`config.mk`:
```
export PLATFORM = sky130hd
export DESIGN_NAME = gld_pos
export DESIGN_NICKNAME = d
export VERILOG_FILES = /design/src/sv/gld_pkg.sv /design/src/sv/gld_pos.sv
export SDC_FILE = /design/constraint.sdc
export NUM_CORES = 1
export LEC_CHECK = 0
export BUFFER_PORTS_ARGS = -buffer_cell sky130_fd_sc_hd__buf_4
export CAP_MARGIN = 0
export CORE_MARGIN = 5
export CORE_UTILIZATION = 60
export CTS_CLUSTER_SIZE = 16
export DETAILED_ROUTE_END_ITERATION = 6
export MAX_ROUTING_LAYER = met4
export PLACE_DENSITY = 0.92
export REMOVE_ABC_BUFFERS = 1
export SYNTH_ARGS = -nofsm -noshare
export SYNTH_HDL_FRONTEND = slang
export SYNTH_SLANG_ARGS = --single-unit
```
`constraint.sdc`:
```
create_clock -name i_clk -period 7.84 [get_ports i_clk]
set_input_delay 0.784 -clock i_clk [delete_from_list [all_inputs] [get_ports i_clk]]
set_output_delay 0.784 -clock i_clk [all_outputs]
set_load 0.05 [all_outputs]
```
`src/sv/gld_pkg.sv`:
```
// Shared types and constants of the GIF LZW pixel decoder.
// No dependencies; the decoder modules and the testbench import it.
package gld_pkg;

    localparam int CODE_W   = 12;  // widest LZW code the format allows
    localparam int FREE_W   = 13;  // next-free counter, holds 4096
    localparam int CFG_IDX_W = 3;
    localparam int CFG_DAT_W = 16;

    typedef enum logic [1:0] {
        CMD_PUSH    = 2'd0,
        CMD_PULL    = 2'd1,
        CMD_RESTART = 2'd2,
        CMD_NOP     = 2'd3
    } t_cmd;

    typedef enum logic [2:0] {
        ST_PIXEL   = 3'd0,
        ST_MORE    = 3'd1,
        ST_END     = 3'd2,
        ST_CORRUPT = 3'd3,
        ST_TAKEN   = 3'd4,
        ST_FULL    = 3'd5
    } t_status;

    typedef enum logic [2:0] {
        CFG_MIN_BITS  = 3'd0,
        CFG_COLOR     = 3'd1,
        CFG_WIDTH     = 3'd2,
        CFG_HEIGHT    = 3'd3,
        CFG_INTERLACE = 3'd4
    } t_cfg_idx;

    typedef enum logic [1:0] {
        FIN_RUN = 2'd0,
        FIN_END = 2'd1,
        FIN_BAD = 2'd2
    } t_fin;

    typedef enum logic [2:0] {
        S_IDLE,
        S_POP,
        S_FETCH,
        S_FBYTE,
        S_DECODE,
        S_WALK,
        S_WREAD
    } t_state;

    typedef struct packed {
        logic advance;
        logic restart;
    } t_pos_ctl;

endpackage

```
`src/sv/gld_pos.sv`:
```
// Pixel position tracker: column, row and interlace pass.
// Depends on gld_pkg.
module gld_pos (
    input  logic              i_clk,
    input  logic              i_rst_n,
    input  gld_pkg::t_pos_ctl i_ctl,
    input  logic [15:0]       i_width,
    input  logic [15:0]       i_height,
    input  logic              i_ilace,
    output logic [15:0]       o_col,
    output logic [15:0]       o_row,
    output logic              o_in_frame
);
    import gld_pkg::*;

    logic [15:0] r_col, n_col;
    logic [15:0] r_row, n_row;
    logic [1:0]  r_pass, n_pass;
    logic [15:0] col1;
    logic [16:0] row_sum;
    logic [15:0] row_sat;
    logic [3:0]  step;

    always_comb begin
        n_col  = r_col;
        n_row  = r_row;
        n_pass = r_pass;
        col1   = r_col + 16'd1;
        case (r_pass)
            2'd0, 2'd1: step = 4'd8;
            2'd2:       step = 4'd4;
            default:    step = 4'd2;
        endcase
        if (!i_ilace) begin
            step = 4'd1;
        end
        row_sum = {1'b0, r_row} + 17'(step);
        row_sat = row_sum[16] ? 16'hFFFF : row_sum[15:0];
        if (i_ctl.restart) begin
            n_col  = '0;
            n_row  = '0;
            n_pass = '0;
        end else if (i_ctl.advance) begin
            if (col1 < i_width) begin
                n_col = col1;
            end else begin
                n_col = '0;
                n_row = row_sat;
                // leave the pass once the row runs past the image
                if (i_ilace && r_pass != 2'd3 && row_sat >= i_height) begin
                    n_pass = r_pass + 2'd1;
                    case (r_pass)
                        2'd0:    n_row = 16'd4;
                        2'd1:    n_row = 16'd2;
                        default: n_row = 16'd1;
                    endcase
                end
            end
        end
    end

    always_ff @(posedge i_clk) begin
        if (!i_rst_n) begin
            r_col  <= '0;
            r_row  <= '0;
            r_pass <= '0;
        end else begin
            r_col  <= n_col;
            r_row  <= n_row;
            r_pass <= n_pass;
        end
    end

    assign o_col      = r_col;
    assign o_row      = r_row;
    assign o_in_frame = r_row < i_height;
endmodule

```
==> results of run 1 <==
## metrics by stage
stage	instance area, µm²	utilization
2_1_floorplan	3158	-
3_3_place_gp	3764	0.7276
3_5_place_dp	3764	0.7276
4_1_cts	3842	0.7429
5_1_grt	3842	0.7429
6_report	3842	0.7429
## worst min path at each step
stage | startpoint | end | slack (ps)
after global routing | o_col[10] | o_col[10] | 540
after CTS | o_row[3] | o_row[3] | 520
after global placement | o_row[3] | o_row[3] | 490
final | o_row[3] | o_row[3] | 520
after floorplan | r_pass[1] | r_pass[1] | 500
after detailed placement | o_row[3] | o_row[3] | 510
## where the power goes
part	leakage [nW]	switching, mW	total (mW)	internal, mW
registers	0.274	0.000529	0.173	0.173
logic	1.62	0.0246	0.0469	0.0223
clock network	0.0438	0.0648	0.124	0.0595
total	1.94	0.0899	0.345	0.255
## placed cells by master (no fill, tap or decap), types with 2 or more instances in the layout
cell type and instances:
sky130_fd_sc_hd__clkinv_2 2, sky130_fd_sc_hd__xor2_1 13, sky130_fd_sc_hd__nand3b_1 5, sky130_fd_sc_hd__buf_4 69, sky130_fd_sc_hd__xnor2_1 12, sky130_fd_sc_hd__inv_1 38, sky130_fd_sc_hd__ha_1 57, sky130_fd_sc_hd__a22oi_1 2
sky130_fd_sc_hd__clkbuf_8 5, sky130_fd_sc_hd__o21a_1 3, sky130_fd_sc_hd__and3_1 7, sky130_fd_sc_hd__o211ai_1 3, sky130_fd_sc_hd__nand3_1 38, sky130_fd_sc_hd__dfxtp_1 34, sky130_fd_sc_hd__nor3_1 4, sky130_fd_sc_hd__nand2b_1 4
sky130_fd_sc_hd__a221o_1 2, sky130_fd_sc_hd__nand2_1 55, sky130_fd_sc_hd__and4_2 2, sky130_fd_sc_hd__a211oi_1 2, sky130_fd_sc_hd__and2_1 3, sky130_fd_sc_hd__a21oi_1 47, sky130_fd_sc_hd__nor2b_1 3, sky130_fd_sc_hd__and4_4 2
sky130_fd_sc_hd__a21o_1 7, sky130_fd_sc_hd__nor2_1 12, sky130_fd_sc_hd__nand4_1 10, sky130_fd_sc_hd__o21ai_0 17, sky130_fd_sc_hd__and4_1 2
## per-layer routing
metal,global-route usage,part of all wire,wire [µm]
met1,0.2862,0.41,3538
met2,0.4454,0.49,4252
met3,0.05627,0.062,538
met4,0.1009,0.035,306
met5,-,0,0
## sequential cells by signal, indices dropped and copies added (netlist names)
name,flops
r_pass,2
o_row,16
o_col,16
## cell usage after synthesis, drive strengths merged, types with 5 or more instances
cell type	number
nand4	10
a21oi	48
xnor2	12
and4	6
a21o	7
nor2	14
dfxtp	34
nand3b	5
inv	38
and3	7
ha	57
nand3	38
o21ai	17
xor2	13
clkbuf	9
buf	7
nand2	56
## cells by family after synthesis
family	synth area share
buffers and inverters	0.07200
XOR/XNOR	0.06739
multiplexers	0.006546
flip-flops	0.2095
adder cells (fa/ha/maj)	0.2256
AND/OR/NAND/NOR	0.2441
AO/OA/AOI/OAI	0.1748
## cell type report
cell class                 count  area, µm²  share of cell area
clock buffer                   5      68.82             0.01791
clock inverter                 2      10.01            0.002605
inverter                      38      142.6             0.03712
multi-input combinational    333       2335              0.6076
sequential                    34      680.7              0.1771
tap                           70      87.58             0.02279
timing repair buffer          69      518.0              0.1348
## worst max-delay path, delay by kind of cell (launching register included)
family	cells	cell delay (ps)
AO/OA/AOI/OAI	7	1580
adder cells (fa/ha/maj)	3	910
buffers and inverters	1	110
flip-flops	1	430
AND/OR/NAND/NOR	7	1850
==> results.txt, run 1 <==
The length of the first detailed-routing pass in iterations is 5. The number of levels in the clock H-tree came out at 2. Clock latency on the worst-skew pair, taken at its later pin, is 290 ps. The floorplan row count is 26. Setup repair after global routing left no endpoint under its margin. Of the synthesized area, sequential elements account for 0.2095. The number of endpoints with negative hold slack in the final report is 0. The remaining antenna violation count came out at 0.

The relative max-transition margin came out at 0.1875. The worst hold path belongs to the class reg2reg. The TritonCTS buffer count came out at 5.

The cell sitting at the root of the clock tree is a sky130_fd_sc_hd__clkbuf_8. The largest net degree at the start of global routing came out at 32. The global router's overall resource usage is 0.2568. The number of synthesized flops with an enable pin came out at 0.

Yosys printed 0 warnings. The number of placed instances with taps included came out at 544. The worst-case hold slack is 523.1 ps.

In this run, distinct cell masters in the synthesized netlist total 53. The last weighted congestion value of the routability-driven placer is 0.9493. The share of flip-flops with an asynchronous set or reset after synthesis came out at 0. The worst endpoint required time came out at 8040 ps. Port buffering added 69 buffers. For the worst flop-to-flop path, the logic depth is 18. A synthesized cell averages 7.718 µm². The number of global-route vias before repair is 3305.

Based on the critical path, the design can be clocked at up to 201.0 MHz. For this block, the routed nets add up to 8.635 mm of wire. At the pin with the least slew margin, the transition time is 1219 ps. The first-pass GRT wire length is 14.73 mm. The post-detailed-placement half-perimeter wirelength came out at 6.690 mm. Traced cell by cell, the critical path runs through inv_1 > ha_1 > nor2_1 > nor3_1 > ha_1 > o21ai_0 > a21oi_4 > nand2_2 > or2_0 > nand2_1 > ha_1 > a21oi_1 > o21ai_0 > a221o_1 > a41o_1 > nand2_1 > nand3_1 > a21oi_1.

In the routed design, unresolved DRC markers number 0. The area share of the leading cell type in the synthesized netlist is 0.2195. The longest clock path from root to sink contains 2 buffers. The end of the worst register-to-register path is o_row[8]. The library cell with the largest summed area after synthesis is sky130_fd_sc_hd__ha_1.

OpenSTA, run right after detailed placement, puts the worst setup slack at 2796 ps. Setup violations remaining at the end of the flow were counted as 0. The violation count after the first detailed-route iteration is 214. For this run, the leading register cell type out of synthesis is sky130_fd_sc_hd__dfxtp_1. Among all stages on the critical path, the largest delay is contributed by sky130_fd_sc_hd__or2_0. The slack of the worst reg-to-reg path came out at 2870 ps. On the final layout, the worst clock skew is 1.106 ps. The final count of pins violating max slew is 0. The final cycle utilization of the critical path is 0.6345. The die area is 6987 µm².

Summing internal, switching and leakage power gives 344.7 µW. The non-filler instance count after layout is 551. STA puts the critical path data arrival time at 5170 ps. From synthesis to final layout, the design area changed by 18.25%. Counting the fill cells in the layout gives 391.

Across the run, the number of max-cap violations was 0. The largest voltage drop on the vdd net came out at 0.1141 mV. The cell repeated most along the worst path is sky130_fd_sc_hd__ha_1. The total congestion overflow is 0. The clock period could shrink to 4975 ps. Synthesis produced 421 cells.

Setup total negative slack on the finished layout was measured at 0 ps. The worst path setup slack after routing is 2865 ps. The floorplan step defined a core boundary enclosing 5172 µm². The per-cell routed wire length is 15.67 µm.

The most critical setup path has its endpoint at o_row[8]. The total via count in the routed design is 3279. Counting instances, the worst hold path has a depth of 2. The clock transition time at the flip-flop clock pins of the worst setup and hold paths is 70 ps. The overall die width is 83.59 µm. For this configuration, the core starts out at a cell density of 0.6282. Once the clock tree was built, the setup fixing pass inserted 0 buffers. The average vias per placed instance came out at 5.951. Of the cells placed in the final design, the portion with a size suffix greater than 1 is 0.1871. The largest single stage delay on the critical path is 660 ps. The worst register-to-register path begins at r_pass[0]. The maximum fanout encountered on the critical timing path is 18. The height of the die came out at 83.59 µm. 0 antenna diodes ended up in the layout. The post-synthesis instance area came out at 3249 µm². The CTS sink count is 34. The initial antenna violation count is 0. Summed over all cells, the static leakage comes to 1.938 nW.

The post-cts resize count came out at 0. STA classifies the critical path startpoint as a flop. The class of the most critical setup path is reg2reg. The run finished with clean final reports.

The count of state elements after synthesis came out at 34. 70 I/O pins were placed. TritonCTS built the clock tree.

The start point of the critical path is r_pass[0]. STA classifies the critical path endpoint as a flop. Power spread over the standard cell area amounts to 89.71 nW/µm².

After synthesis, the cell types taking the most area are sky130_fd_sc_hd__ha_1, sky130_fd_sc_hd__dfxtp_1, sky130_fd_sc_hd__a21oi_1. The cts-stage hold buffer count came out at 0. The number of nets in the finished design is 576.
Note: power is estimated with default switching activity, not from simulation.
==> run 2, diff against run 1 <==
Settings changed: ABC_AREA set to 1, CORE_UTILIZATION 60 to 51, PLACE_DENSITY 0.92 to 0.83.
Clock period 7.84 ns to 4 ns, I/O delays scaled along.
==> run 2 against run 1 <==
Sequential share of layout area shrank 1.8 points. Clock power grew 150%. Die area grew 25%. Sequential power grew 97%. Clock-buffer cell count grew 3. Final area grew 12%. Combinational power grew 100%.
==> results.txt, run 2 <==
The final count of pins violating max slew was 0. The portion of total power attributed to the clock network is 0.412. The initial antenna violation count is 0. Of the post-synthesis cell area, the dominant cell type holds 0.2015. Entering global routing, the biggest net connects 32 pins.

The share of total power dissipated in combinational logic is 0.129. The setup total negative slack came out at 0 ps. In the layout the commonest cells are sky130_fd_sc_hd__nand2_1, sky130_fd_sc_hd__inv_1, sky130_fd_sc_hd__buf_4, sky130_fd_sc_hd__ha_1, sky130_fd_sc_hd__a21oi_1. CTS placed an instance of sky130_fd_sc_hd__clkbuf_8 at the clock tree root. After synthesis, the share of cell area in mux cells is 0.

Using the TritonRoute via totals, the vias-per-cell ratio works out to 5.319. The final cycle utilization of the critical path came out at 0.9345. The worst path arrival time came out at 3950 ps. Setup violations remaining at the end of the flow were counted as 0. The height of the die came out at 93.31 µm. The length of the first detailed-routing pass in iterations came out at 4. The cell area power density came out at 172.3 nW/µm². The overall die width came out at 93.31 µm. The routed layout has 3654 vias. The post-route DRC violation count came out at 0. Counting instances in the post-synthesis netlist gives the leading cell types as sky130_fd_sc_hd__nand2_1, sky130_fd_sc_hd__inv_1, sky130_fd_sc_hd__ha_1, sky130_fd_sc_hd__a21oi_1, sky130_fd_sc_hd__nor2_1. The library cell with the largest summed area after synthesis is sky130_fd_sc_hd__ha_1. The delay of the slowest cell on the worst path is 400 ps. Hold repair after CTS inserted 0 buffers. Measured on the finished design, the core utilization comes to 0.6359.

Of the total power, the share spent switching nets is 0.2473. The cell repeated most along the worst path is sky130_fd_sc_hd__nand2_1. The global router's overall resource usage is 0.2077. The remaining antenna violation count is 0. TritonCTS built the clock tree. The worst-case hold slack is 371.1 ps.

The share of flip-flops with an asynchronous set or reset after synthesis came out at 0. The post-synthesis instance area came out at 3540 µm². After synthesis, the largest family of logic cells by area is simple AND/OR/NAND/NOR gates. The commonest non-fill, non-tap cell in the layout is sky130_fd_sc_hd__nand2_1. STA classifies the critical path endpoint as a flop.

The floorplan has 30 rows. The largest voltage drop on the vdd net is 0.1027 mV. The maximum achievable frequency is 267.5 MHz.

The number of global-route vias before repair came out at 3358. The synthesized-area fraction occupied by ao, oa, aoi and oai cells came out at 0.1089. The area share of xor/xnor cells in the synthesized design is 0.03712. The number of endpoints with negative hold slack in the final report came out at 0. The starting density of the core came out at 0.5239. The synthesized design contains 34 register bits. Of the total synthesized cell area, the portion taken by AND, OR, NAND and NOR gates is 0.3404. The leakage power summed over all cells is 2.288 nW. The CTS sink count is 34. Across the run, the number of max-cap violations was 0. The count of mapped cells out of synthesis is 532.

Global routing finished with a remaining overflow of 0. A synthesized cell averages 6.653 µm². The class of the most critical setup path is reg2reg. The worst-path cell with the longest stage delay is sky130_fd_sc_hd__dfxtp_2.

The number of synthesized flops with an enable pin came out at 0. The flow ran to the end, and the final reports show no timing, DRC or antenna violations. The number of nets in the finished design came out at 701.

In this run the power spent charging and discharging nets is 183.1 µW. The wire-length estimate of the detail-placed layout is 6.842 mm. The count of buffers inserted at the top-level ports came out at 69. The first-pass GRT wire length is 14.61 mm. The post-synthesis adder-cell area fraction is 0.2071. By area the synthesized netlist is led by sky130_fd_sc_hd__ha_1, sky130_fd_sc_hd__dfxtp_1, sky130_fd_sc_hd__nand2_1. In this run the deepest clock path goes through 2 buffers. By instance count, the leading cell after synthesis is sky130_fd_sc_hd__nand2_1. After detailed routing, the average wire length per cell comes to 12.93 µm. Cell internal power was estimated by the tool at 557.1 µW. The TritonCTS buffer count came out at 5. The number of warnings reported in the yosys synthesis log is 0.

The clock latency reported for the late side of the worst-skew pair came out at 300 ps. The die covers 8707 µm². The power share of the sequential group is 0.460. The clock transition time at the flip-flop clock pins of the worst setup and hold paths came out at 70 ps. The area of the core region is 6756 µm². The maximum fanout encountered on the critical timing path came out at 13. The worst endpoint required time is 4210 ps. The count of buffering cells on the critical path with inverters included is 3. Among all flip-flop cells after synthesis, the most frequent one is sky130_fd_sc_hd__dfxtp_1. The type of the worst min-delay path is in2reg. The share of final-layout standard cells stronger than drive strength 1 came out at 0.2158.

For the final database, setup skew stands at 5.472 ps. Traced cell by cell, the critical path runs through inv_1 > ha_1 > nor2_2 > nor3_1 > ha_1 > nand2_1 > inv_1 > nand4_1 > nand2_2 > nand2_1 > nand2_1 > nand3_2 > ha_1 > a21oi_1 > o21ai_0 > a21oi_1 > nand2_1 > nand2_2 > buf_6 > nand3_1 > a21oi_1. The critical path launch point type is a flop. The kind of cell adding the most delay to the critical path is simple AND/OR/NAND/NOR gates. The last weighted congestion value of the routability-driven placer is 0.9488.

Of the synthesized area, sequential elements account for 0.1923. The violation count after the first detailed-route iteration came out at 99. The H-tree was split into 2 levels. Compared with the post-synthesis result, the final layout area differs by 21.39%.

The number of ports placed on the die boundary is 70. The clock period minus final worst setup slack is 3738 ps. For this block, the routed nets add up to 8.886 mm of wire.

The count of antenna diodes in the layout came out at 0. The relative max-transition margin is 0.2449. The transition time at the pin with the least slew margin came out at 1131 ps.

The post-synthesis cell type count came out at 36.
-- run 2: stage by stage --
| step | std cells | area, µm² | setup slack (ps) | power (mW) |
|---|---|---|---|---|
| after detailed placement | 673 | 4114 | 17.69 | 0.4423 |
| after floorplan | 523 | 3488 | 226.7 | 0.3994 |
| after CTS | 681 | 4224 | 3.521 | 0.7475 |
| after global routing | 687 | 4297 | -9.245 | 0.7742 |
| final | 687 | 4297 | 261.8 | 0.7401 |
| after global placement | 673 | 4114 | 163.7 | 0.4386 |
-- run 2: final timing paths --
path	to	from	cells past startpoint	slack, ps
worst max-delay path	o_row[8]	r_pass[0]	21	260
worst min-delay path	r_pass[1]	i_ctl[0]	4	370
worst max register to register	o_row[8]	r_pass[0]	21	260
worst min register to register	o_col[15]	o_col[15]	2	510
-- run 2: timing repair --
item | in CTS | in global routing
endpoints found under the hold margin | 0 | 0
endpoints found under the setup margin | 0 | 18
gates resized for setup | 0 | 9
setup buffers | 0 | 6
-- run 2: worst register-to-register path: stages, from the launching register on --
cell and delay, ps:
sky130_fd_sc_hd__dfxtp_2 400, sky130_fd_sc_hd__inv_1 80, sky130_fd_sc_hd__ha_1 220, sky130_fd_sc_hd__nor2_2 150, sky130_fd_sc_hd__nor3_1 60, sky130_fd_sc_hd__ha_1 390, sky130_fd_sc_hd__nand2_1 100, sky130_fd_sc_hd__inv_1 160
sky130_fd_sc_hd__nand4_1 180, sky130_fd_sc_hd__nand2_2 180, sky130_fd_sc_hd__nand2_1 70, sky130_fd_sc_hd__nand2_1 90, sky130_fd_sc_hd__nand3_2 80, sky130_fd_sc_hd__ha_1 330, sky130_fd_sc_hd__a21oi_1 150, sky130_fd_sc_hd__o21ai_0 110
sky130_fd_sc_hd__a21oi_1 150, sky130_fd_sc_hd__nand2_1 170, sky130_fd_sc_hd__nand2_2 150, sky130_fd_sc_hd__buf_6 190, sky130_fd_sc_hd__nand3_1 100, sky130_fd_sc_hd__a21oi_1 140
-- run 2: power groups by stage --
stage / clock (mW) / sequential [mW] / combinational (mW)
floorplan: 0 / 0.350 / 0.0494
global placement: 0 / 0.348 / 0.0906
detailed placement: 0 / 0.348 / 0.0943
CTS: 0.313 / 0.340 / 0.0946
global route: 0.325 / 0.340 / 0.109
finish: 0.305 / 0.340 / 0.0952
-- run 2: area by class of cell --
| type | count | area (µm²) |
|---|---|---|
| fillers | 619 | 2460 |
| well taps | 80 | 100.1 |
| inverters | 94 | 352.8 |
| repair buffers | 76 | 574.3 |
| clock buffers | 8 | 110.1 |
| multi-input cells | 395 | 2476 |
| flip-flops and latches | 34 | 683.2 |
-- run 2: per-layer routing --
metal / GRT usage / part of all wire / vias to the layer above
met2: 0.3538 / 0.48 / 124
met1: 0.2523 / 0.43 / 1655
met4: 0.05495 / 0.015 / 0
met3: 0.03781 / 0.069 / 13
li1: - / - / 1862
met5: - / 0 / -
-- run 2: kinds of logic (layout without fill, tap and decap cells) --
kind of cell,Yosys count,count (layout)
AND/OR/NAND/NOR,254,254
buffers and inverters,103,178
AO/OA/AOI/OAI,68,68
adder cells (fa/ha/maj),58,58
flip-flops,34,34
XOR/XNOR,15,15
==> run 3, diff against run 2 <==
Settings changed: CORE_UTILIZATION 51 to 43, PLACE_DENSITY 0.83 to 0.72.
==> run 3 against run 2 <==
Sequential share of layout area is essentially flat. Utilization decreased by 11 points. Worst setup slack better by 50 ps. Critical endpoint unchanged. Largest cell class unchanged. Largest power group unchanged.
==> results.txt, run 3 (synthesis results as in run 2) <==
The run finished with clean final reports. Of the total power, the share spent switching nets is 0.2556. The starting density of the core is 0.4352. At the pin with the least slew margin, the transition time is 1139 ps. For the worst-skew pair, the clock arrives at the later sink with an insertion delay of 290 ps. Traced cell by cell, the critical path runs through inv_1 > ha_1 > nor2_1 > nor3_1 > ha_1 > a21oi_2 > nand2_1 > inv_2 > nor2_2 > nand2_4 > buf_4 > nand2_2 > ha_1 > a21o_1 > a21oi_1 > nand2_1 > nand2_1 > nand2_1 > nand2_2 > buf_8 > nand3_1 > a21oi_1.

The worst register-to-register path begins at r_pass[0]. The maximum fanout encountered on the critical timing path is 13. The clock period minus final worst setup slack came out at 3688 ps. The final count of pins violating max slew came out at 0. Based on the critical path, the design can be clocked at up to 271.2 MHz. The height of the die came out at 100.7 µm.

The number of nets in the finished design came out at 699. The count of buffers inserted at the top-level ports came out at 69. The repair_antennas step left the layout with diodes totalling 0. The floorplan has 33 rows. The post-detailed-placement half-perimeter wirelength is 7.239 mm. The leakage power summed over all cells is 2.274 nW.

The length of routed wiring on met1 came out at 3.940 mm. The share of total power dissipated in the clock network is 0.379. The CTS sink count is 34.

In this run the cell area measured after placement is 4145 µm². The first-pass GRT wire length is 15.22 mm. The start point of the worst min-delay path is i_ctl[0]. For this run, the slowest stage of the critical path takes 390 ps.

The class of the most critical setup path is reg2reg. The area of the core region came out at 8134 µm². Total power for the finished layout comes to 699.8 µW.

The sequential cell area in the final layout is 685.7 µm². The cell area power density is 162.8 nW/µm². The number of maximum-capacitance violations came out at 0. The worst endpoint required time is 4200 ps. The kind of cell adding the most delay to the critical path is simple AND/OR/NAND/NOR gates. The per-cell routed wire length is 12.76 µm. The TritonCTS buffer count is 5. After clock tree synthesis, the clock-pin slew on the worst setup and hold paths is 70 ps. The number of levels in the clock H-tree came out at 2. The share of final-layout standard cells stronger than drive strength 1 came out at 0.2116.

Leaving out fill and tap cells, the most frequent cell in the layout is sky130_fd_sc_hd__nand2_1. The largest voltage drop on the vdd net is 0.08953 mV. The number of ports placed on the die boundary is 70.

Dividing the detail-routed via count by the number of cells gives 5.077. The count of buffering cells on the critical path with inverters included is 4. The worst path arrival time is 3890 ps. The internal power came out at 520.9 µW. The worst setup path is captured at a flop. The largest individual stage delay along the critical path comes from the cell sky130_fd_sc_hd__dfxtp_4. For the final database, setup skew stands at 4.898 ps. The worst hold path belongs to the class in2reg.

Tracing the worst setup path back leads to its startpoint at r_pass[0]. The number of endpoints with negative hold slack in the final report came out at 0. The die covers 10150 µm². The area occupied by multi-input gates is 2475 µm².

The number of global-route vias before repair is 3491. The violation count after the first detailed-route iteration came out at 123. The length of the first detailed-routing pass in iterations came out at 5. The relative max-transition margin is 0.2401. In this run the top signal layer used is met4. The number of setup violations in the final report came out at 0. The global router's overall resource usage is 0.1867. The area of all placed cells without fillers came out at 4299 µm². The filler cell count came out at 803. The routed wire length on met2 came out at 4.508 mm. Once layout is complete, the utilization of the core stands at 0.5285. The synthesis-to-layout area growth came out at 21.46%. The last weighted congestion value of the routability-driven placer came out at 0.9587.

The net switching component of the power is 178.9 µW. The cell repeated most along the worst path is sky130_fd_sc_hd__nand2_1. The detailed route wirelength on metal3 came out at 460 µm. Detailed routing inserted a total of 3605 vias. The worst setup path is launched from a flop. The remaining antenna violation count is 0. The number of buffers between clock root and the deepest sink came out at 2.

The overall routed net length came out at 9.059 mm. The initial antenna violation count came out at 0. The share of total power dissipated in sequential elements is 0.485. The top cell types in the final layout, fill and taps aside, are sky130_fd_sc_hd__nand2_1, sky130_fd_sc_hd__inv_1, sky130_fd_sc_hd__buf_4, sky130_fd_sc_hd__ha_1, sky130_fd_sc_hd__a21oi_1. After global routing the overflow that remains totals 0. In the routed design, unresolved DRC markers number 0.

The cell sitting at the root of the clock tree is a sky130_fd_sc_hd__clkbuf_8. TritonCTS built the clock tree. The combinational share of power came out at 0.136. The largest net degree at the start of global routing came out at 32. The overall die width came out at 100.7 µm.

The final cycle utilization of the critical path came out at 0.9219.
[run 3: worst register-to-register path, stage by stage, from the launching register on]
cell and delay (ps):
sky130_fd_sc_hd__dfxtp_4 390, sky130_fd_sc_hd__inv_1 60, sky130_fd_sc_hd__ha_1 230, sky130_fd_sc_hd__nor2_1 190, sky130_fd_sc_hd__nor3_1 70, sky130_fd_sc_hd__ha_1 380, sky130_fd_sc_hd__a21oi_2 100, sky130_fd_sc_hd__nand2_1 140
sky130_fd_sc_hd__inv_2 60, sky130_fd_sc_hd__nor2_2 190, sky130_fd_sc_hd__nand2_4 130, sky130_fd_sc_hd__buf_4 170, sky130_fd_sc_hd__nand2_2 70, sky130_fd_sc_hd__ha_1 240, sky130_fd_sc_hd__a21o_1 190, sky130_fd_sc_hd__a21oi_1 150
sky130_fd_sc_hd__nand2_1 100, sky130_fd_sc_hd__nand2_1 70, sky130_fd_sc_hd__nand2_1 120, sky130_fd_sc_hd__nand2_2 150, sky130_fd_sc_hd__buf_8 180, sky130_fd_sc_hd__nand3_1 90, sky130_fd_sc_hd__a21oi_1 140
[run 3: path summary, 6_finish.rpt]
kind	slack [ps]	depth (start not counted)	endpoint
setup / recovery	310	22	o_row[8]
hold / removal	380	4	r_pass[1]
setup reg to reg	310	22	o_row[8]
hold reg to reg	510	2	o_col[10]
[run 3: area by class of cell]
cell class	instances	area share
multi-input cells	395	0.5757
flip-flops and latches	34	0.1595
repair buffers	74	0.1310
inverters	94	0.08207
well taps	105	0.03056
clock buffers	7	0.02008
clock inverters	1	0.001164
[run 3: layer usage]
layer | vias up | global-route usage
met5 | - | -
met4 | 0 | 0.04870
met2 | 97 | 0.3251
met3 | 15 | 0.03322
met1 | 1637 | 0.2211
li1 | 1856 | -
[run 3: power groups by stage]
stage,clock [mW],sequential (mW),combinational (mW)
finish,0.265,0.340,0.0951
CTS,0.276,0.340,0.0959
detailed placement,0,0.348,0.0955
global route,0.290,0.339,0.110
floorplan,0,0.350,0.0494
global placement,0,0.348,0.0918
[run 3: metrics by stage]
| stage | instances | TNS, ps | setup slack (ps) | hold WS (ps) |
|---|---|---|---|---|
| 6_report | 710 | 0 | 312.2 | 379.7 |
| 5_1_grt | 710 | -407.8 | -79.49 | 400.1 |
| 4_1_cts | 706 | 0 | 43.15 | 378.5 |
| 3_5_place_dp | 698 | -526.7 | -61.93 | 498.6 |
| 3_3_place_gp | 698 | 0 | 91.71 | 480.0 |
| 2_1_floorplan | 523 | 0 | 226.7 | 511.7 |
[run 3: what timing repair did]
action | 4_1_cts | 5_1_grt
pin swaps | 0 | 2
hold buffers | 0 | 0
endpoints found under the setup margin | 13 | 18
gates resized for setup | 1 | 10
buffers inserted | 0 | 4
